**config.mk**
```make
export PLATFORM = sky130hd
export DESIGN_NAME = rfpdl_regs
export DESIGN_NICKNAME = d
export VERILOG_FILES = /design/src/rtl/rfpdl_pkg.sv /design/src/rtl/rfpdl_regs.sv
export SDC_FILE = /design/constraint.sdc
export NUM_CORES = 1
export LEC_CHECK = 0
export BUFFER_PORTS_ARGS = -buffer_cell sky130_fd_sc_hd__buf_4
export CAP_MARGIN = 40
export CORE_ASPECT_RATIO = 1.4
export CORE_MARGIN = 5
export CORE_UTILIZATION = 52
export CTS_CLUSTER_SIZE = 30
export DETAILED_ROUTE_END_ITERATION = 7
export GPL_TIMING_DRIVEN = 0
export HOLD_SLACK_MARGIN = 0.02
export PLACE_DENSITY = 0.8
export SYNTH_ARGS = -nofsm -noshare
export SYNTH_HDL_FRONTEND = slang
export SYNTH_SLANG_ARGS = --single-unit
```
**constraint.sdc**
```tcl
create_clock -name clk -period 2.3 [get_ports clk]
set_input_delay 0.46 -clock clk [delete_from_list [all_inputs] [get_ports clk]]
set_output_delay 0.46 -clock clk [all_outputs]
set_load 0.02 [all_outputs]
```
**src/rtl/rfpdl_pkg.sv**
```systemverilog
// Shared types, constants and rounding helper of the power detector linearizer.
package rfpdl_pkg;

  localparam int SAMPLE_BITS_DEF = 12;
  localparam int MAX_AVERAGE     = 256;
  localparam int BAR_MAX         = 128;
  localparam int CNT_W           = 9;
  localparam int SUM_W           = 21;
  localparam int RAW_W           = 20;
  localparam int CORR_W          = 23;
  localparam int V_W             = 22;
  localparam int V2_W            = 24;
  localparam int V3_W            = 26;
  localparam int MUL_W           = 33;
  localparam int PROD_W          = 66;
  localparam int ACC_W           = 61;
  localparam int FRAC_W          = 16;
  localparam int EXP_W           = 5;
  localparam int LOG_W           = 22;
  localparam int TENTHS_W        = 11;
  localparam int BAR_W           = 8;
  localparam int ADDR_W          = 5;
  localparam int DATA_W          = 32;
  localparam int LOG_K           = 1972830;
  localparam int LOG_BIAS        = 24 * 65536;
  localparam int TENTHS_BELOW    = -990;
  localparam int TENTHS_MAX      = 600;
  localparam int TENTHS_OFFSET   = 300;

  typedef enum logic [2:0] {
    REG_SAMPLE_COUNT,
    REG_OFFSET_ADJUST,
    REG_CAL_FACTOR,
    REG_COEF_CONST,
    REG_COEF_LINEAR,
    REG_COEF_SQUARE,
    REG_COEF_CUBE,
    REG_POWER_MIN
  } reg_idx_t;

  typedef enum logic [4:0] {
    OP_NONE,
    OP_ACC,
    OP_CORR,
    OP_MUL_V,
    OP_RND_V,
    OP_MUL_V2,
    OP_RND_V2,
    OP_MUL_V3,
    OP_RND_V3,
    OP_MUL_C1,
    OP_MUL_C2,
    OP_MUL_C3,
    OP_ADD,
    OP_PWR,
    OP_NORM_LD,
    OP_NORM,
    OP_SQ_MUL,
    OP_SQ_UPD,
    OP_LOG_MUL,
    OP_LOG_RND,
    OP_LOAD
  } op_t;

  typedef struct packed {
    logic last;
    logic skip_log;
    logic norm_done;
    logic sq_done;
  } status_t;

  typedef struct packed {
    logic [CNT_W-1:0]  sample_count;
    logic signed [11:0] offset_adjust;
    logic [31:0]        cal_factor;
    logic signed [31:0] coef_const;
    logic signed [31:0] coef_linear;
    logic signed [31:0] coef_square;
    logic signed [31:0] coef_cube;
    logic [30:0]        power_min;
  } cfg_t;

  // Shift right by n, rounding to nearest with ties away from zero.
  function automatic logic signed [PROD_W-1:0] rshr(input logic signed [PROD_W-1:0] v,
                                                    input int unsigned n);
    logic [PROD_W-1:0] mag;
    mag = v[PROD_W-1] ? PROD_W'(-v) : PROD_W'(v);
    mag = (mag + (PROD_W'(1) << (n - 1))) >> n;
    return v[PROD_W-1] ? -$signed(mag) : $signed(mag);
  endfunction

endpackage

```
**src/rtl/rfpdl_regs.sv**
```systemverilog
// APB configuration register file of the power detector linearizer.
module rfpdl_regs (
  input  logic                        clk,
  input  logic                        rst_n,
  input  logic                        psel,
  input  logic                        penable,
  input  logic                        pwrite,
  input  logic [rfpdl_pkg::ADDR_W-1:0] paddr,
  input  logic [rfpdl_pkg::DATA_W-1:0] pwdata,
  output logic [rfpdl_pkg::DATA_W-1:0] prdata,
  output logic                        pready,
  output rfpdl_pkg::cfg_t             cfg
);
  import rfpdl_pkg::*;

  cfg_t     cfg_r;
  reg_idx_t idx;
  logic     wr_en;

  assign idx    = reg_idx_t'(paddr[ADDR_W-1:2]);
  assign wr_en  = psel && penable && pwrite;
  assign pready = 1'b1;
  assign cfg    = cfg_r;

  always_ff @(posedge clk) begin
    if (!rst_n) begin
      cfg_r.sample_count  <= CNT_W'(4);
      cfg_r.offset_adjust <= '0;
      cfg_r.cal_factor    <= 32'd67109;
      cfg_r.coef_const    <= -32'sd670;
      cfg_r.coef_linear   <= 32'sd4060326;
      cfg_r.coef_square   <= 32'sd568757568;
      cfg_r.coef_cube     <= '0;
      cfg_r.power_min     <= 31'd16777;
    end else if (wr_en) begin
      unique case (idx)
        REG_SAMPLE_COUNT:  cfg_r.sample_count  <= pwdata[CNT_W-1:0];
        REG_OFFSET_ADJUST: cfg_r.offset_adjust <= $signed(pwdata[11:0]);
        REG_CAL_FACTOR:    cfg_r.cal_factor    <= pwdata;
        REG_COEF_CONST:    cfg_r.coef_const    <= $signed(pwdata);
        REG_COEF_LINEAR:   cfg_r.coef_linear   <= $signed(pwdata);
        REG_COEF_SQUARE:   cfg_r.coef_square   <= $signed(pwdata);
        REG_COEF_CUBE:     cfg_r.coef_cube     <= $signed(pwdata);
        REG_POWER_MIN:     cfg_r.power_min     <= pwdata[30:0];
      endcase
    end
  end

  always_comb begin
    unique case (idx)
      REG_SAMPLE_COUNT:  prdata = DATA_W'(cfg_r.sample_count);
      REG_OFFSET_ADJUST: prdata = DATA_W'(cfg_r.offset_adjust);
      REG_CAL_FACTOR:    prdata = cfg_r.cal_factor;
      REG_COEF_CONST:    prdata = cfg_r.coef_const;
      REG_COEF_LINEAR:   prdata = cfg_r.coef_linear;
      REG_COEF_SQUARE:   prdata = cfg_r.coef_square;
      REG_COEF_CUBE:     prdata = cfg_r.coef_cube;
      REG_POWER_MIN:     prdata = DATA_W'(cfg_r.power_min);
    endcase
  end

endmodule

```
Word level (Yosys, flattened, before mapping)
Index checks and enable logic that the tools add are counted.

cells by class
  multiplexer cells = 1
  reductions and logical operators = 11
  equal/unequal tests = 7

operator list
  kind                                                              count
  32-bit case mux with 8 select lines                               1
  2-bit AND reduction                                               8
  3-bit == test (second input constant)                             4
  3-bit by 2-bit == test with 1-bit output (second input constant)  2
  3-bit by 1-bit == test with 1-bit output (second input constant)  1
  3-bit logical NOT                                                 1
  1-bit logical AND                                                 2

word-level totals
  flip-flop bits (word level) = 212
  output and inout port bits = 245
  word-level logic and storage cells = 27
  input port bits = 42

Depth between registers and ports, before layout
Gate-level depths: netlist of the first run.

  depth after elaboration = 3
  mapped depth = 7
  depth with buffers taken out = 4

Worst setup path before layout of the first run
Ideal clock, no wire load.

  kind = input to output
  start = in paddr[3] (netlist bit)
  end = out prdata[14] (netlist bit)
  required time = 1.840 ns
  arrival = 1.577 ns
  path buffers = 4
  stages = 6
  slack = 0.263 ns
  path through = buf_4 > buf_6 > buf_2 > buf_2 > a221oi_1 > a21oi_1

between the ends
  cells in the longest elaborated chain, start to end = 2
  elaborated cells between the ends (all ways) = 9
  those cells by class = eq/ne: 7; mux: 1; reduce/logical: 1

RTL lines
  item                                   line              RTL
  start, declared                        rfpdl_regs.sv:8   input logic [rfpdl_pkg::ADDR_W-1:0] paddr,
  3-bit == test (tied with other cells)  rfpdl_regs.sv:50  unique case (idx)
  32-bit case mux with 8 select lines *  rfpdl_regs.sv:50
  end, declared                          rfpdl_regs.sv:10  output logic [rfpdl_pkg::DATA_W-1:0] prdata,

Mark *: on every way between the ends. The rest lies on a longest branch, timed or not.

Worst setup path in the final report of the first run
  start = in paddr[3] (netlist bit)
  end = out prdata[30] (netlist bit)

Same word-level chain as after synthesis.

==> impl_metrics.json, run 1 <==
{
  "status": "complete, no violations",
  "r2r_slack_ns": 1.27,
  "rsz0062_at_grt": "yes",
  "drive_gt1_frac": 0.303,
  "cts_buffer_depth": 3,
  "antenna_left": 0,
  "ys_warn_count": 0,
  "finClkSkew_ns": 0,
  "cts_max_level": 1,
  "synthArstFlopShare": 0,
  "placed_area_um2": 12000,
  "final_util": 0.715,
  "syn_nets": 1221,
  "num_rows": 59,
  "critPathCaptureType": "output pin",
  "worst-path-max-fanout": 6,
  "first_iter_violations": 1310,
  "cts_root_buf": "clkbuf_16",
  "syn_avg_cell_area_um2": 8.19,
  "hold_ws_ns": 0.218,
  "stdcell_area_um2": 13200,
  "synth-compound-area-share": 0.195,
  "reg2reg_depth": 3,
  "min_path_type": "primary input to register",
  "vias": 10554,
  "synth_ff_type": "dfxtp_1",
  "coreArea_um2": 18500,
  "regArea_um2": 4250,
  "fmax_mhz": 435,
  "required_ns": 1.84,
  "power_leakage_nw": 5.62,
  "firstDrtPassIters": 6,
  "mostFrequentLayoutCell": "nand2_1",
  "timing.rr.start": "cfg[202]$_SDFFE_PN0P_",
  "fillCellCount": 1480,
  "cts_made_buffers": 20,
  "clk_latency_ns": 0.50,
  "grt_first_pass_wirelength_um": 60300,
  "path_class": "primary input to output pin",
  "grt_max_degree": 16,
  "synth-xor-area-share": 0,
  "synth.area.mux_share": 0.0784,
  "synth_top_family_by_area": "simple AND/OR/NAND/NOR gates",
  "hold_start": "pwdata[31]",
  "wl_um": 41700,
  "synth_edf_count": 0,
  "syn2layout_area_growth_pct": 36.6,
  "setup_violations": 0,
  "grt_usage": 0.367,
  "period_share": 0.999,
  "syn_inst": 1179,
  "rr_endpoint": "cfg[202]$_SDFFE_PN0P_",
  "io_pins": 287,
  "gp_congestion": 0.985,
  "worst_pin_slew_ns": 0.972,
  "dieHeight_um": 171,
  "peakVddDrop_mv": 0.501,
  "max-slew-margin-rel": 0.352,
  "netlist_area_um2": 9660,
  "synthAdderAreaFrac": 0,
  "die_w_um": 125,
  "slew_viol_final": 0,
  "wl_per_cell_um": 24.0,
  "ys_types": 34,
  "dp_hpwl_um": 29500,
  "synthSimpleGateAreaFrac": 0.228,
  "hold_path_depth": 3,
  "final_nets": 1524,
  "hold_buffers": 0,
  "clock_sinks": 212,
  "start_util": 0.523,
  "period_needed_ns": 2.30,
  "drc_errors": 0,
  "cts_tree": "done",
  "grt_antenna_before_repair": 0,
  "ys_ff_latch": 212,
  "multi_input_area_um2": 5050,
  "ys_seq_area_frac": 0.439,
  "hold_end": "cfg[158]$_SDFFE_PN1P_",
  "hold_viol": 0,
  "grt_overflow_total": 0,
  "crit_arrival_ns": 1.84,
  "largest_reg_flops": 212,
  "clk_pin_slew_ns": 0.07,
  "p_total_w": 0.00833,
  "numPortBuffers": 273,
  "power.density_nw_per_um2": 632,
  "antenna_cells": 0,
  "grt_pass1_vias": 10218,
  "vias_per_cell": 6.08,
  "maxCapViolCount": 0,
  "final_cell_mix": "nand2_1 (401), buf_4 (287), dfxtp_1 (210)",
  "dieArea_um2": 21400,
  "cp-start-kind": "primary input"
}
==> Yosys cell counts (4+ instances only) <==
master,number,share of area
nand2_1,401,0.16
a221oi_1,35,0.032
a21boi_0,108,0.084
nand3_1,77,0.040
buf_2,41,0.021
buf_4,13,0.010
a21boi_1,30,0.023
mux2i_1,25,0.026
a22oi_1,5,0.0039
nor2_1,23,0.0089
a21oi_1,31,0.016
clkbuf_1,49,0.019
mux4_2,9,0.021
mux2_2,27,0.031
nand2b_1,4,0.0026
o21ai_0,5,0.0026
inv_1,17,0.0066
a22o_1,21,0.019
dfxtp_1,212,0.44
nor2b_1,16,0.010
a21o_1,10,0.0078
==> where the power goes <==
group / switching, W / internal [W] / total, W / leakage (nW)
Sequential: 0.0000325 / 0.00370 / 0.00373 / 1.71
Combinational: 0.000610 / 0.000396 / 0.00101 / 3.56
Clock: 0.00147 / 0.00213 / 0.00359 / 0.339
Total: 0.00211 / 0.00622 / 0.00833 / 5.62
==> critical path, cell delays in order <==
cell       delay, ns
buf_6           0.12
buf_12          0.14
clkbuf_16       0.16
nor3b_4         0.25
buf_6           0.16
a21oi_1         0.05
a21oi_1         0.20
a21o_1          0.14
buf_4           0.15
==> kinds of logic after synthesis <==
family | count (synthesis)
compound gates | 253
simple gates | 531
flops | 212
buf+inv | 121
mux | 61
other cells | 1
==> through the flow <==
stage | setup slack (ns) | setup TNS [ns] | instances
finish | 0.00138 | 0 | 1737
global route | -0.0133 | -0.0279 | 1737
CTS | 0.00383 | 0 | 1730
detailed placement | -0.526 | -11.34 | 1696
global placement | -0.528 | -11.00 | 1696
floorplan | 0.263 | 0 | 1179
==> worst max path at each step <==
stage	cells after the start	slack, ns	to	start
3_3_place_gp	8	-0.53	prdata[10]	paddr[3]
4_1_cts	7	0.004	prdata[9]	paddr[2]
3_5_place_dp	8	-0.53	prdata[9]	paddr[3]
5_1_grt	5	-0.01	prdata[6]	cfg[6]$_SDFFE_PN0P_
2_1_floorplan	6	0.26	prdata[14]	paddr[3]
6_report	9	0.001	prdata[30]	paddr[3]
==> layer usage <==
| metal | routed length (µm) | global-route usage |
|---|---|---|
| met1 | 14100 | 0.409 |
| met2 | 19600 | 0.616 |
| met3 | 4820 | 0.0901 |
| met4 | 3150 | 0.262 |
| met5 | 0 | 0 |
==> area by class of cell <==
type / instances / area share
Clock buffer: 29 / 0.0451
Tap cell: 244 / 0.0231
Clock inverter: 4 / 0.00721
Multi-Input combinational cell: 846 / 0.383
Timing Repair Buffer: 282 / 0.165
Sequential cell: 212 / 0.322
Inverter: 17 / 0.00484
Buffer: 103 / 0.0499
==> timing repair <==
action | in CTS | in global routing
setup buffers | 2 | 5
resized for setup | 68 | 39
pin swaps | 0 | 5
setup endpoints to repair | 32 | 32
gates cloned | 0 | 2
Power figures use the tool's default switching activity.
==> inputs of run 2 (changes only) <==
--- a/config.mk
+++ b/config.mk
@@ -15,6 +15,7 @@
 export GPL_TIMING_DRIVEN = 0
 export HOLD_SLACK_MARGIN = 0.02
 export PLACE_DENSITY = 0.8
+export REMOVE_ABC_BUFFERS = 1
 export SYNTH_ARGS = -nofsm -noshare
 export SYNTH_HDL_FRONTEND = slang
 export SYNTH_SLANG_ARGS = --single-unit
==> run 2 against run 1 <==
  * Cell area down 0.34%
  * Combinational power down 6%
  * Die area unchanged
  * Largest power group unchanged
  * Clock skew unchanged
  * Worst hold slack better by 0.0069 ns
==> impl_metrics.json, run 2 (same netlist as run 1, synthesis figures left out) <==
{
  "gp_congestion": 0.810,
  "cts_root_buf": "clkbuf_16",
  "finClkSkew_ns": 0,
  "cts_buffer_depth": 3,
  "antenna_cells": 0,
  "dieHeight_um": 171,
  "fmax_mhz": 435,
  "dieArea_um2": 21400,
  "p_total_w": 0.00802,
  "num_rows": 59,
  "numPortBuffers": 283,
  "power.density_nw_per_um2": 610,
  "cts_max_level": 1,
  "rr_endpoint": "cfg[202]$_SDFFE_PN0P_",
  "grt_max_degree": 111,
  "grt_first_pass_wirelength_um": 54100,
  "cts_tree": "done",
  "first_iter_violations": 859,
  "hold_buffers": 0,
  "path_class": "primary input to output pin",
  "wl_per_cell_um": 21.6,
  "multi_input_area_um2": 5000,
  "maxCapViolCount": 0,
  "rsz0062_at_grt": "yes",
  "fillCellCount": 1473,
  "grt_usage": 0.313,
  "max-slew-margin-rel": 0.399,
  "status": "complete, no violations",
  "dp_hpwl_um": 22400,
  "crit_end": "prdata[8]",
  "drive_gt1_frac": 0.293,
  "cts_made_buffers": 21,
  "period_share": 1.00,
  "power_leakage_nw": 5.56,
  "regArea_um2": 4250,
  "peakVddDrop_mv": 0.725,
  "vias": 9877,
  "r2r_slack_ns": 1.46,
  "timing.rr.start": "cfg[202]$_SDFFE_PN0P_",
  "syn2layout_area_growth_pct": 36.1,
  "antenna_left": 0,
  "coreArea_um2": 18500,
  "reg2reg_depth": 3,
  "clk_latency_ns": 0.50,
  "crit_arrival_ns": 1.84,
  "required_ns": 1.84,
  "min_path_type": "primary input to register",
  "wl_um": 36300,
  "start_util": 0.523,
  "grt_antenna_before_repair": 0,
  "setup_violations": 0,
  "largest_reg_flops": 212,
  "io_pins": 287,
  "firstDrtPassIters": 6,
  "hold_ws_ns": 0.225,
  "drc_errors": 0,
  "clk_pin_slew_ns": 0.06,
  "grt_pass1_vias": 9759,
  "final_nets": 1459,
  "slew_viol_final": 0,
  "final_cell_mix": "nand2_1 (398), buf_4 (290), dfxtp_1 (211)",
  "critPathCaptureType": "output pin",
  "crit_start": "paddr[2]",
  "worst_pin_slew_ns": 0.900,
  "mostFrequentLayoutCell": "nand2_1",
  "die_w_um": 125,
  "hold_viol": 0,
  "vias_per_cell": 5.89,
  "period_needed_ns": 2.30,
  "worst-path-max-fanout": 18,
  "grt_overflow_total": 0,
  "clock_sinks": 212,
  "cp-start-kind": "primary input"
}
==> run 2: metal layers <==
metal,vias to the layer above,GRT usage,wire length (µm)
met5,-,0,0
met2,526,0.565,18200
li1,4485,-,-
met4,0,0.161,1880
met3,127,0.0575,2840
met1,4739,0.354,13300
==> run 2: per-stage QoR <==
step                setup TNS, ns  worst slack (ns)  cell area [µm²]  cells  utilization
floorplan                   -2.29            -0.112             9160   1075            -
detailed placement         -89.42            -0.745            12000   1622        0.651
global placement          -418.77             -2.88            11600   1602        0.628
global route               -0.186           -0.0426            13100   1676        0.712
finish                          0          0.000577            13100   1676        0.712
CTS                             0           0.00119            13000   1672        0.707
==> run 2: timing repair <==
action / in CTS / in global routing
gates resized for setup: 26 / 8
gates cloned: 5 / 2
endpoints found under the hold margin: 0 / 0
pin swaps: 1 / 0
endpoints found under the setup margin: 98 / 57
setup buffers: 7 / 2
==> run 2: worst max-delay path, stage by stage <==
cell      delay [ns]
buf_8           0.20
buf_16          0.20
nand2b_2        0.16
nor2_4          0.35
a221oi_1        0.15
nor2_1          0.15
buf_4           0.16
==> run 2: power by group <==
group	leakage (nW)	internal, W	switching (W)	total (W)
clock network	0.325	0.00190	0.00144	0.00335
logic	3.52	0.000412	0.000533	0.000945
registers	1.71	0.00370	0.0000287	0.00373
==> run 2: worst min path at each step <==
stage / from / end / slack (ns) / cells after the start
2_1_floorplan: rst_n / cfg[0]$_SDFFE_PN1P_ / 0.53 / 1
3_3_place_gp: cfg[170]$_SDFFE_PN0P_ / cfg[170]$_SDFFE_PN0P_ / 0.46 / 2
3_5_place_dp: cfg[2]$_SDFFE_PN0P_ / cfg[2]$_SDFFE_PN0P_ / 0.46 / 2
4_1_cts: pwdata[12] / cfg[107]$_SDFFE_PN1P_ / 0.21 / 3
5_1_grt: pwdata[29] / cfg[92]$_SDFFE_PN1P_ / 0.22 / 3
6_report: pwdata[29] / cfg[92]$_SDFFE_PN1P_ / 0.23 / 3
==> run 2: area by class of cell <==
cell class	instances	share of cell area
Clock buffer	29	0.0445
Inverter	17	0.00485
Sequential cell	212	0.323
Multi-Input combinational cell	846	0.380
Timing Repair Buffer	319	0.218
Clock inverter	9	0.00600
Tap cell	244	0.0232
