`src/rtl/rfpdl_pkg.sv`:
```
// Shared types, constants and rounding helper of the power detector linearizer.
package rfpdl_pkg;

  localparam int SAMPLE_BITS_DEF = 12;
  localparam int MAX_AVERAGE     = 256;
  localparam int BAR_MAX         = 128;
  localparam int CNT_W           = 9;
  localparam int SUM_W           = 21;
  localparam int RAW_W           = 20;
  localparam int CORR_W          = 23;
  localparam int V_W             = 22;
  localparam int V2_W            = 24;
  localparam int V3_W            = 26;
  localparam int MUL_W           = 33;
  localparam int PROD_W          = 66;
  localparam int ACC_W           = 61;
  localparam int FRAC_W          = 16;
  localparam int EXP_W           = 5;
  localparam int LOG_W           = 22;
  localparam int TENTHS_W        = 11;
  localparam int BAR_W           = 8;
  localparam int ADDR_W          = 5;
  localparam int DATA_W          = 32;
  localparam int LOG_K           = 1972830;
  localparam int LOG_BIAS        = 24 * 65536;
  localparam int TENTHS_BELOW    = -990;
  localparam int TENTHS_MAX      = 600;
  localparam int TENTHS_OFFSET   = 300;

  typedef enum logic [2:0] {
    REG_SAMPLE_COUNT,
    REG_OFFSET_ADJUST,
    REG_CAL_FACTOR,
    REG_COEF_CONST,
    REG_COEF_LINEAR,
    REG_COEF_SQUARE,
    REG_COEF_CUBE,
    REG_POWER_MIN
  } reg_idx_t;

  typedef enum logic [4:0] {
    OP_NONE,
    OP_ACC,
    OP_CORR,
    OP_MUL_V,
    OP_RND_V,
    OP_MUL_V2,
    OP_RND_V2,
    OP_MUL_V3,
    OP_RND_V3,
    OP_MUL_C1,
    OP_MUL_C2,
    OP_MUL_C3,
    OP_ADD,
    OP_PWR,
    OP_NORM_LD,
    OP_NORM,
    OP_SQ_MUL,
    OP_SQ_UPD,
    OP_LOG_MUL,
    OP_LOG_RND,
    OP_LOAD
  } op_t;

  typedef struct packed {
    logic last;
    logic skip_log;
    logic norm_done;
    logic sq_done;
  } status_t;

  typedef struct packed {
    logic [CNT_W-1:0]  sample_count;
    logic signed [11:0] offset_adjust;
    logic [31:0]        cal_factor;
    logic signed [31:0] coef_const;
    logic signed [31:0] coef_linear;
    logic signed [31:0] coef_square;
    logic signed [31:0] coef_cube;
    logic [30:0]        power_min;
  } cfg_t;

  // Shift right by n, rounding to nearest with ties away from zero.
  function automatic logic signed [PROD_W-1:0] rshr(input logic signed [PROD_W-1:0] v,
                                                    input int unsigned n);
    logic [PROD_W-1:0] mag;
    mag = v[PROD_W-1] ? PROD_W'(-v) : PROD_W'(v);
    mag = (mag + (PROD_W'(1) << (n - 1))) >> n;
    return v[PROD_W-1] ? -$signed(mag) : $signed(mag);
  endfunction

endpackage

```
`src/rtl/rfpdl_datapath.sv`:
```
// Datapath: sample accumulator, shared multiplier, polynomial and log2 registers.
module rfpdl_datapath #(
  parameter int SAMPLE_BITS = rfpdl_pkg::SAMPLE_BITS_DEF
) (
  input  logic                                clk,
  input  logic                                rst_n,
  input  rfpdl_pkg::op_t                      op,
  input  rfpdl_pkg::cfg_t                     cfg,
  input  logic [SAMPLE_BITS-1:0]              in_sample,
  output rfpdl_pkg::status_t                  status,
  output logic [rfpdl_pkg::RAW_W-1:0]         raw_sum,
  output logic signed [rfpdl_pkg::V_W-1:0]    detector_volts,
  output logic signed [31:0]                  power_watts,
  output logic                                below_min,
  output logic signed [rfpdl_pkg::TENTHS_W-1:0] dbm_tenths,
  output logic [rfpdl_pkg::BAR_W-1:0]         bar_width
);
  import rfpdl_pkg::*;

  localparam int K_W = $clog2(FRAC_W);
  localparam logic signed [PROD_W-1:0] V_MAX   = PROD_W'((1 << (V_W - 1)) - 1);
  localparam logic signed [PROD_W-1:0] V_MIN   = -PROD_W'(1 << (V_W - 1));
  localparam logic signed [PROD_W-1:0] P_MAX   = PROD_W'(32'sh7FFF_FFFF);
  localparam logic signed [PROD_W-1:0] P_MIN   = -PROD_W'(64'sh8000_0000);
  localparam logic signed [PROD_W-1:0] T_MAX   = PROD_W'(TENTHS_MAX);
  localparam logic signed [PROD_W-1:0] T_MIN   = PROD_W'(TENTHS_BELOW);

  // accumulation state
  logic [SUM_W-1:0] run_r;
  logic [CNT_W-1:0] seen_r;
  // measurement registers
  logic [SUM_W-1:0]           sum_r;
  logic signed [CORR_W-1:0]   corr_r;
  logic signed [V_W-1:0]      v_r;
  logic signed [V2_W-1:0]     v2_r;
  logic signed [V3_W-1:0]     v3_r;
  logic signed [PROD_W-1:0]   prod_r;
  logic signed [ACC_W-1:0]    acc_r;
  logic signed [31:0]         pwr_r;
  logic                       below_r;
  logic [30:0]                m_r;
  logic [EXP_W-1:0]           e_r;
  logic [FRAC_W-1:0]          frac_r;
  logic [K_W-1:0]             k_r;
  logic signed [TENTHS_W-1:0] tenths_r;
  // result registers
  logic [RAW_W-1:0]           out_raw_r;
  logic signed [V_W-1:0]      out_v_r;
  logic signed [31:0]         out_pwr_r;
  logic                       out_below_r;
  logic signed [TENTHS_W-1:0] out_tenths_r;
  logic [BAR_W-1:0]           out_bar_r;

  logic [CNT_W-1:0]         cnt_eff;
  logic [SUM_W:0]           sum_add;
  logic [SUM_W-1:0]         sum_sat;
  logic signed [21:0]       off_cnt;
  logic signed [MUL_W-1:0]  mul_a;
  logic signed [MUL_W-1:0]  mul_b;
  logic signed [PROD_W-1:0] rnd12;
  logic signed [PROD_W-1:0] rnd20;
  logic signed [PROD_W-1:0] acc_rnd;
  logic signed [PROD_W-1:0] log_rnd;
  logic signed [LOG_W-1:0]  log_l;
  logic [31:0]              sq_t;
  logic signed [31:0]       pwr_sat;
  logic signed [TENTHS_W:0] bar_x;
  logic [CNT_W-1:0]         bar_q;

  always_comb begin
    if (cfg.sample_count == '0) begin
      cnt_eff = CNT_W'(1);
    end else if (cfg.sample_count > CNT_W'(MAX_AVERAGE)) begin
      cnt_eff = CNT_W'(MAX_AVERAGE);
    end else begin
      cnt_eff = cfg.sample_count;
    end
  end

  assign sum_add = {1'b0, run_r} + (SUM_W + 1)'(in_sample);
  assign sum_sat = sum_add[SUM_W] ? {SUM_W{1'b1}} : sum_add[SUM_W-1:0];
  assign off_cnt = cfg.offset_adjust * $signed({1'b0, cnt_eff});

  assign log_l = $signed({1'b0, e_r, frac_r}) - LOG_W'(LOG_BIAS);

  always_comb begin
    unique case (op)
      OP_MUL_V: begin
        mul_a = MUL_W'(corr_r);
        mul_b = $signed({1'b0, cfg.cal_factor});
      end
      OP_MUL_V2: begin
        mul_a = MUL_W'(v_r);
        mul_b = MUL_W'(v_r);
      end
      OP_MUL_V3: begin
        mul_a = MUL_W'(v2_r);
        mul_b = MUL_W'(v_r);
      end
      OP_MUL_C1: begin
        mul_a = MUL_W'(cfg.coef_linear);
        mul_b = MUL_W'(v_r);
      end
      OP_MUL_C2: begin
        mul_a = MUL_W'(cfg.coef_square);
        mul_b = MUL_W'(v2_r);
      end
      OP_MUL_C3: begin
        mul_a = MUL_W'(cfg.coef_cube);
        mul_b = MUL_W'(v3_r);
      end
      OP_SQ_MUL: begin
        mul_a = $signed({2'b00, m_r});
        mul_b = $signed({2'b00, m_r});
      end
      OP_LOG_MUL: begin
        mul_a = MUL_W'(log_l);
        mul_b = MUL_W'(LOG_K);
      end
      default: begin
        mul_a = '0;
        mul_b = '0;
      end
    endcase
  end

  assign rnd12   = rshr(prod_r, 12);
  assign rnd20   = rshr(prod_r, 20);
  assign acc_rnd = rshr(PROD_W'(acc_r), 20);
  assign log_rnd = rshr(prod_r, 32) + PROD_W'(TENTHS_OFFSET);
  assign sq_t    = prod_r[61:30];

  always_comb begin
    if (acc_rnd > P_MAX) begin
      pwr_sat = P_MAX[31:0];
    end else if (acc_rnd < P_MIN) begin
      pwr_sat = P_MIN[31:0];
    end else begin
      pwr_sat = acc_rnd[31:0];
    end
  end

  // bar = trunc((tenths + 2) / 4), negative values clamp to zero
  assign bar_x = (TENTHS_W + 1)'(tenths_r) + (TENTHS_W + 1)'(2);
  assign bar_q = CNT_W'(bar_x[TENTHS_W-1:2]);

  always_ff @(posedge clk) begin
    if (!rst_n) begin
      run_r  <= '0;
      seen_r <= '0;
    end else if (op == OP_ACC) begin
      if (status.last) begin
        run_r  <= '0;
        seen_r <= '0;
      end else begin
        run_r  <= sum_sat;
        seen_r <= seen_r + CNT_W'(1);
      end
    end
  end

  always_ff @(posedge clk) begin
    prod_r <= mul_a * mul_b;
    unique case (op)
      OP_ACC: begin
        if (status.last) begin
          sum_r <= sum_sat;
        end
      end
      OP_CORR: corr_r <= $signed({2'b00, sum_r}) + CORR_W'(off_cnt);
      OP_RND_V: begin
        if (rnd12 > V_MAX) begin
          v_r <= V_MAX[V_W-1:0];
        end else if (rnd12 < V_MIN) begin
          v_r <= V_MIN[V_W-1:0];
        end else begin
          v_r <= rnd12[V_W-1:0];
        end
      end
      OP_RND_V2: v2_r <= rnd20[V2_W-1:0];
      OP_RND_V3: begin
        v3_r  <= rnd20[V3_W-1:0];
        acc_r <= $signed({{(ACC_W - 52){cfg.coef_const[31]}}, cfg.coef_const, 20'd0});
      end
      OP_ADD: acc_r <= acc_r + prod_r[ACC_W-1:0];
      OP_PWR: begin
        below_r <= pwr_sat < $signed({1'b0, cfg.power_min});
        pwr_r   <= (pwr_sat < $signed({1'b0, cfg.power_min})) ? '0 : pwr_sat;
      end
      OP_NORM_LD: begin
        m_r      <= pwr_r[30:0];
        e_r      <= EXP_W'(30);
        frac_r   <= '0;
        k_r      <= '0;
        tenths_r <= TENTHS_W'(TENTHS_BELOW);
      end
      OP_NORM: begin
        if (!status.norm_done) begin
          m_r <= {m_r[29:0], 1'b0};
          e_r <= e_r - EXP_W'(1);
        end
      end
      OP_SQ_UPD: begin
        k_r <= k_r + K_W'(1);
        if (sq_t[31]) begin
          m_r    <= sq_t[31:1];
          frac_r <= {frac_r[FRAC_W-2:0], 1'b1};
        end else begin
          m_r    <= sq_t[30:0];
          frac_r <= {frac_r[FRAC_W-2:0], 1'b0};
        end
      end
      OP_LOG_RND: begin
        if (log_rnd > T_MAX) begin
          tenths_r <= T_MAX[TENTHS_W-1:0];
        end else if (log_rnd < T_MIN) begin
          tenths_r <= T_MIN[TENTHS_W-1:0];
        end else begin
          tenths_r <= log_rnd[TENTHS_W-1:0];
        end
      end
      OP_LOAD: begin
        out_raw_r    <= sum_r[SUM_W-1] ? {RAW_W{1'b1}} : sum_r[RAW_W-1:0];
        out_v_r      <= v_r;
        out_pwr_r    <= pwr_r;
        out_below_r  <= below_r;
        out_tenths_r <= tenths_r;
        if (bar_x[TENTHS_W]) begin
          out_bar_r <= '0;
        end else if (bar_q > CNT_W'(BAR_MAX)) begin
          out_bar_r <= BAR_W'(BAR_MAX);
        end else begin
          out_bar_r <= bar_q[BAR_W-1:0];
        end
      end
      default: begin
      end
    endcase
  end

  assign status.last      = ({1'b0, seen_r} + (CNT_W + 1)'(1)) >= {1'b0, cnt_eff};
  assign status.skip_log  = below_r || (pwr_r == '0);
  assign status.norm_done = m_r[30] || (e_r == '0);
  assign status.sq_done   = (k_r == K_W'(FRAC_W - 1));

  assign raw_sum        = out_raw_r;
  assign detector_volts = out_v_r;
  assign power_watts    = out_pwr_r;
  assign below_min      = out_below_r;
  assign dbm_tenths     = out_tenths_r;
  assign bar_width      = out_bar_r;

endmodule

```
`config.mk`:
```
export PLATFORM = sky130hd
export DESIGN_NAME = rfpdl_datapath
export DESIGN_NICKNAME = d
export VERILOG_FILES = /design/src/rtl/rfpdl_pkg.sv /design/src/rtl/rfpdl_datapath.sv
export SDC_FILE = /design/constraint.sdc
export NUM_CORES = 2
export LEC_CHECK = 0
export ABC_CLOCK_PERIOD_IN_PS = 25900
export BUFFER_PORTS_ARGS = -buffer_cell sky130_fd_sc_hd__buf_2
export CORE_ASPECT_RATIO = 0.5
export CORE_MARGIN = 2
export CORE_UTILIZATION = 60
export DETAILED_ROUTE_END_ITERATION = 10
export MAX_ROUTING_LAYER = met4
export PLACE_DENSITY = 0.87
export SETUP_SLACK_MARGIN = 0.3
export SLEW_MARGIN = 20
export SYNTH_ARGS = -nofsm -noshare
export SYNTH_HDL_FRONTEND = slang
export SYNTH_SLANG_ARGS = --single-unit
```
`constraint.sdc`:
```
create_clock -name clk -period 25.9 [get_ports clk]
set_input_delay 5.18 -clock clk [delete_from_list [all_inputs] [get_ports clk]]
set_output_delay 5.18 -clock clk [all_outputs]
set_load 0.01 [all_outputs]
```
# Word-level counts from Yosys, hierarchy flattened

Cells that the tools add are included.
W data, S select, Z words.

$mul: 2
Reduce and logical (&&, ||, !) cells: 15
Add/subtract/negate cells: 20
Multiplexer cells: 29
$lt $le $gt $ge: 10
Equal/unequal tests: 22

Operators with widths:

| kind                     | number |
|---|---|
| $mux W66                 | 5 |
| $pmux W33 S8             | 1 |
| $pmux W33 S6             | 1 |
| $pmux W61 S2             | 1 |
| $pmux W31 S3             | 1 |
| $add A66 B10 Y66 const B | 1 |
| $add A66 B12 Y66 const B | 1 |
| $add A66 B20 Y66 const B | 1 |
| $add A66 B32 Y66 const B | 1 |
| $gt A66 B11 Y1 const B   | 1 |
| $gt A66 B22 Y1 const B   | 1 |
| $gt A66 B32 Y1 const B   | 1 |
| $lt A66 B11 Y1 const B   | 1 |
| $lt A66 B22 Y1 const B   | 1 |
| $lt A66 B32 Y1 const B   | 1 |
| $mul A33 B33 Y66         | 1 |
| $neg A34 Y66             | 1 |
| $neg A46 Y66             | 1 |
| $neg A54 Y66             | 1 |
| $neg A61 Y66             | 1 |
| $neg A66 Y66             | 1 |
| $mux W32                 | 2 |
| $mux W31                 | 2 |
| $add A61 B61 Y61         | 1 |
| 43 further kinds         | 68 |

Input bits: 231
Logic and storage cells: 121
Register bits: 467

# Longest topological paths before layout

Depth in word-level cells: 10
Gate-level depth with buffers: 43

# Worst setup path before layout

Ideal clock, no wire load.

Path kind: in2reg
Start: input port op[4]
End: register prod_r[65]
Stages on the path: 40
Data arrival time: 15.585 ns
Path buffers: 5
Setup time: 0.121 ns
Path slack: 10.194 ns
Cells stage by stage: or2_2 clkbuf_1 nor3_1 clkbuf_1 buf_1 a211oi_1 nand3_1 clkbuf_1 buf_1 nand2_1 fa_1 inv_1 fa_1 fa_1 fa_1 fa_1 inv_1 fa_1 [... 4 more ...] a21o_1 a21o_1 a21o_1 a21oi_1 nor2_1 o21bai_1 a21boi_0 a311oi_1 o31ai_1 o41ai_1 o21ai_0 or4_1 o2111ai_1 a21boi_0 a221o_1 a21oi_1 o21ai_0 xnor2_1

Longest elaborated chain between the ends: 4

Ends and longest elaborated chain:

| element                                             | line                  | source |
|---|---|---|
| start: declaration                                  | rfpdl_datapath.sv:7   | `input rfpdl_pkg::op_t op,` |
| $eq A5 B4 Y1 / $eq A5 B3 Y1 (equally long branches) | rfpdl_datapath.sv:87  | `unique case (op)` |
| $reduce_or A3 Y1 (no line)                          | n/a                   |  |
| $pmux W33 S6                                        | rfpdl_datapath.sv:87  |  |
| $mul A33 B33 Y66 (*)                                | rfpdl_datapath.sv:163 | `prod_r <= mul_a * mul_b;` |
| end signal: assignment                              | rfpdl_datapath.sv:163 |  |
| end: declaration                                    | rfpdl_datapath.sv:37  | `logic signed [PROD_W-1:0] prod_r;` |

Mark *: on every way between the ends. The rest lies on a longest branch, timed or not.
A chain may end at the register's enable or synchronous reset.

# Worst setup path in the final report

Start: input port op[0]
End: register prod_r[65]

The elaborated chain is that of the path after synthesis.

==> reports/results.ini <==
[run_status]
status = finished, final reports clean

[global_route]
grt_pass1_wl_mm = 409
grt_pass1_vias = 67800
grt_max_degree = 80
track_usage_pct = 42.2
grt_overflow_total = 0
grt_antenna_before_repair = 26

[worst_hold_path]
hold_path_class = register to register

[clock_tree]
cts_max_path_buffers = 3
hold_buffers = 0
cts_buffers = 51
h-tree-depth = 2
clkLatencyLatePin_ns = 0.66
cts_setup_buffers = 0
cts.sinks = 467
cts_root_buf = clkbuf_16
path_clk_slew_ns = 0.07
cts.repair.resized = 0
tritoncts = built

[yosys]
synth.top_cell.area_share_pct = 32.1
seq_area_frac_synth_pct = 16.9
yosysUniqueCellTypes = 102
yosysWarnings = 0
yosysTopAreaCell = fa_1
yosys.area_share.simple_pct = 16.9
synth_commonest_cells = inv_1 (1397), nand2_1 (1264), fa_1 (1241), nor2_1 (401), ha_1 (399)
synthMuxAreaShare_pct = 0.590
ys_top_cells_by_area = fa_1 (32%), edfxtp_1 (14%), inv_1 (6.8%)
syn_area_per_cell_sq_um = 8.95
netlist_area_sq_um = 77500
synth-xor-area-share_pct = 6.19
syn-instance-count = 8659
synth_adder_area_share_pct = 38.5
syn_nets = 10500
synthFlopType = edfxtp_1
async_reset_ff_share_pct = 0
ys_seq_elements = 467
synth_top_family_by_area = adder cells
synth_most_common_cell = inv_1
synth_edf_count = 371
synth_compound_area_share_pct = 11.9

[timing]
slew_headroom_pct = 19.0
hold_ws_ns = 0.468
setup_tns_ns = 0
finalWorstSetupSlack_ns = 9.19
clock_skew_ns = 0.0394
rsz0062_at_grt = false
final.period_utilization_pct = 64.5
setup_violations = 0
tightest_slew_ns = 1.21
fmax_mhz = 59.8
slew_violations = 0
fin_crit_ns = 16.71
hold_viol_final = 0

[power]
clock_power_share_pct = 14.3
p_sw_share_pct = 52.1
p_seq_share_pct = 21.2
ir_drop_mv = 0.0687
p_leak_nw = 36.6
power_switching_mw = 2.86
p_int_mw = 2.62
p_per_area_nw_per_um2 = 66.3
power_mw = 5.48
p_comb_share_pct = 64.5

[cells_and_area]
drive_gt1_share_pct = 8.09
fin_nets = 10600
instances_no_fill = 10500
multiInputGateArea_sq_um = 57800
synthToLayoutAreaGrowth_pct = 6.74
fillCellCount = 10300
register_area_sq_um = 13100

[setup_path]
rrSetupSlack_ns = 14.26
cpPeakStageDelay_ns = 0.56
required_ns = 26.42
crit_path_frequent_cell = fa_1
cp_max_fo = 58
cp-startpoint = op[0]
startpoint_type = primary input
critPathCapture = prod_r[65]
reg2reg_to = prod_r[65]
cp_slowest_cell = o41ai_1
reg2regPathDepth = 38
crit_arrival_ns = 17.23
worstSetupPathType = primary input to register
worstReg2RegStart = v_r[21]
cp-end-kind = register

[die]
initial_core_util_pct = 60.4
rows = 93
core_sq_um = 128000
ios = 329
die_h_microns = 258
die-area_sq_um = 132000
die_w_microns = 512

[drt]
drtPass1Iterations = 10
viasPerCell = 6.38
drc = 0
wl_mm = 268
vias = 67000
postRouteAntennaNets = 0
drt_iter0_drc = 9063
wire_per_inst_microns = 25.5

[placement]
dp_hpwl_mm = 206
place_congestion = 1.11
portBuffers = 328
pre_cts_slack_ns = 8.82
dp_cells = 10400

[job]
max_cap_violations = 0

## routing by layer
metal / vias up / GRT usage (%) / wire length (microns)
li1: 28500 / - / -
met1: 32800 / 54.3 / 97600
met2: 4687 / 58.8 / 111000
met3: 1063 / 14.5 / 41300
met4: 0 / 22.0 / 18400
met5: - / - / 0
## metrics by stage
stage	util (%)	cell area (sq um)
after global placement	63.0	80900
after CTS	64.4	82600
final	64.4	82700
after global routing	64.4	82700
after floorplan	-	77500
after detailed placement	63.0	80900
## logic make-up after synthesis
group,after synthesis
fa+ha+maj,1641
xor+xnor,546
other cells,1
mux,45
buf+inv,1841
flops,467
compound gates,1359
simple gates,2759
## worst max-delay path: cells and delay by family
family                     cells  cell delay (ns)
adders and majority gates      9             4.42
buffers and inverters         11             2.17
AOI/OAI and AO/OA             14             3.80
xor gates and xnor gates       1             0.14
and+or+nand+nor                7             1.40
## power groups by stage
stage | sequential [mW] | combinational (mW) | clock [mW]
floorplan | 0.988 | 2.53 | 0
global placement | 1.15 | 3.30 | 0
detailed placement | 1.15 | 3.36 | 0
CTS | 1.14 | 3.40 | 0.781
global route | 1.16 | 3.81 | 0.810
finish | 1.16 | 3.53 | 0.786
## cells in the final DEF, fill, tap and decap left out, types with 267 or more instances in the layout
master       n
inv_1     1396
nor2_1     391
edfxtp_1   371
buf_2      329
o21ai_0    318
ha_1       399
xnor2_1    338
a21oi_1    267
fa_1      1241
nand2_1   1252
## final cells by class
type	instances	share of cell area (%)
flip-flops and latches	467	15.8
clock buffers	71	1.71
multi-input cells	6351	69.9
inverters	1401	6.36
well taps	1710	2.59
repair buffers	462	3.21
diodes	19	0.0575
clock inverters	25	0.387
## sequential cells by signal, summed over array words and instances, names as in the netlist, 11 cells and up
signal and cells:
acc_r 61, tenths_r 11, run_r 21, power_watts 32
m_r 31, v3_r 26, v_r 22, prod_r 66
raw_sum 20, v2_r 24, corr_r 23, sum_r 21
dbm_tenths 11, pwr_r 32, frac_r 16, detector_volts 22
## how the worst min path moves through the flow
| stage | from | end | slack, ns | cells past startpoint |
|---|---|---|---|---|
| after detailed placement | pwr_r[31] | power_watts[31] | 0.44 | 0 |
| final | run_r[10] | run_r[10] | 0.47 | 2 |
| after CTS | pwr_r[31] | power_watts[31] | 0.46 | 0 |
| after floorplan | tenths_r[0] | dbm_tenths[0] | 0.40 | 0 |
| after global routing | tenths_r[0] | dbm_tenths[0] | 0.48 | 0 |
| after global placement | pwr_r[31] | power_watts[31] | 0.44 | 0 |
Power figures use the tool's default switching activity.
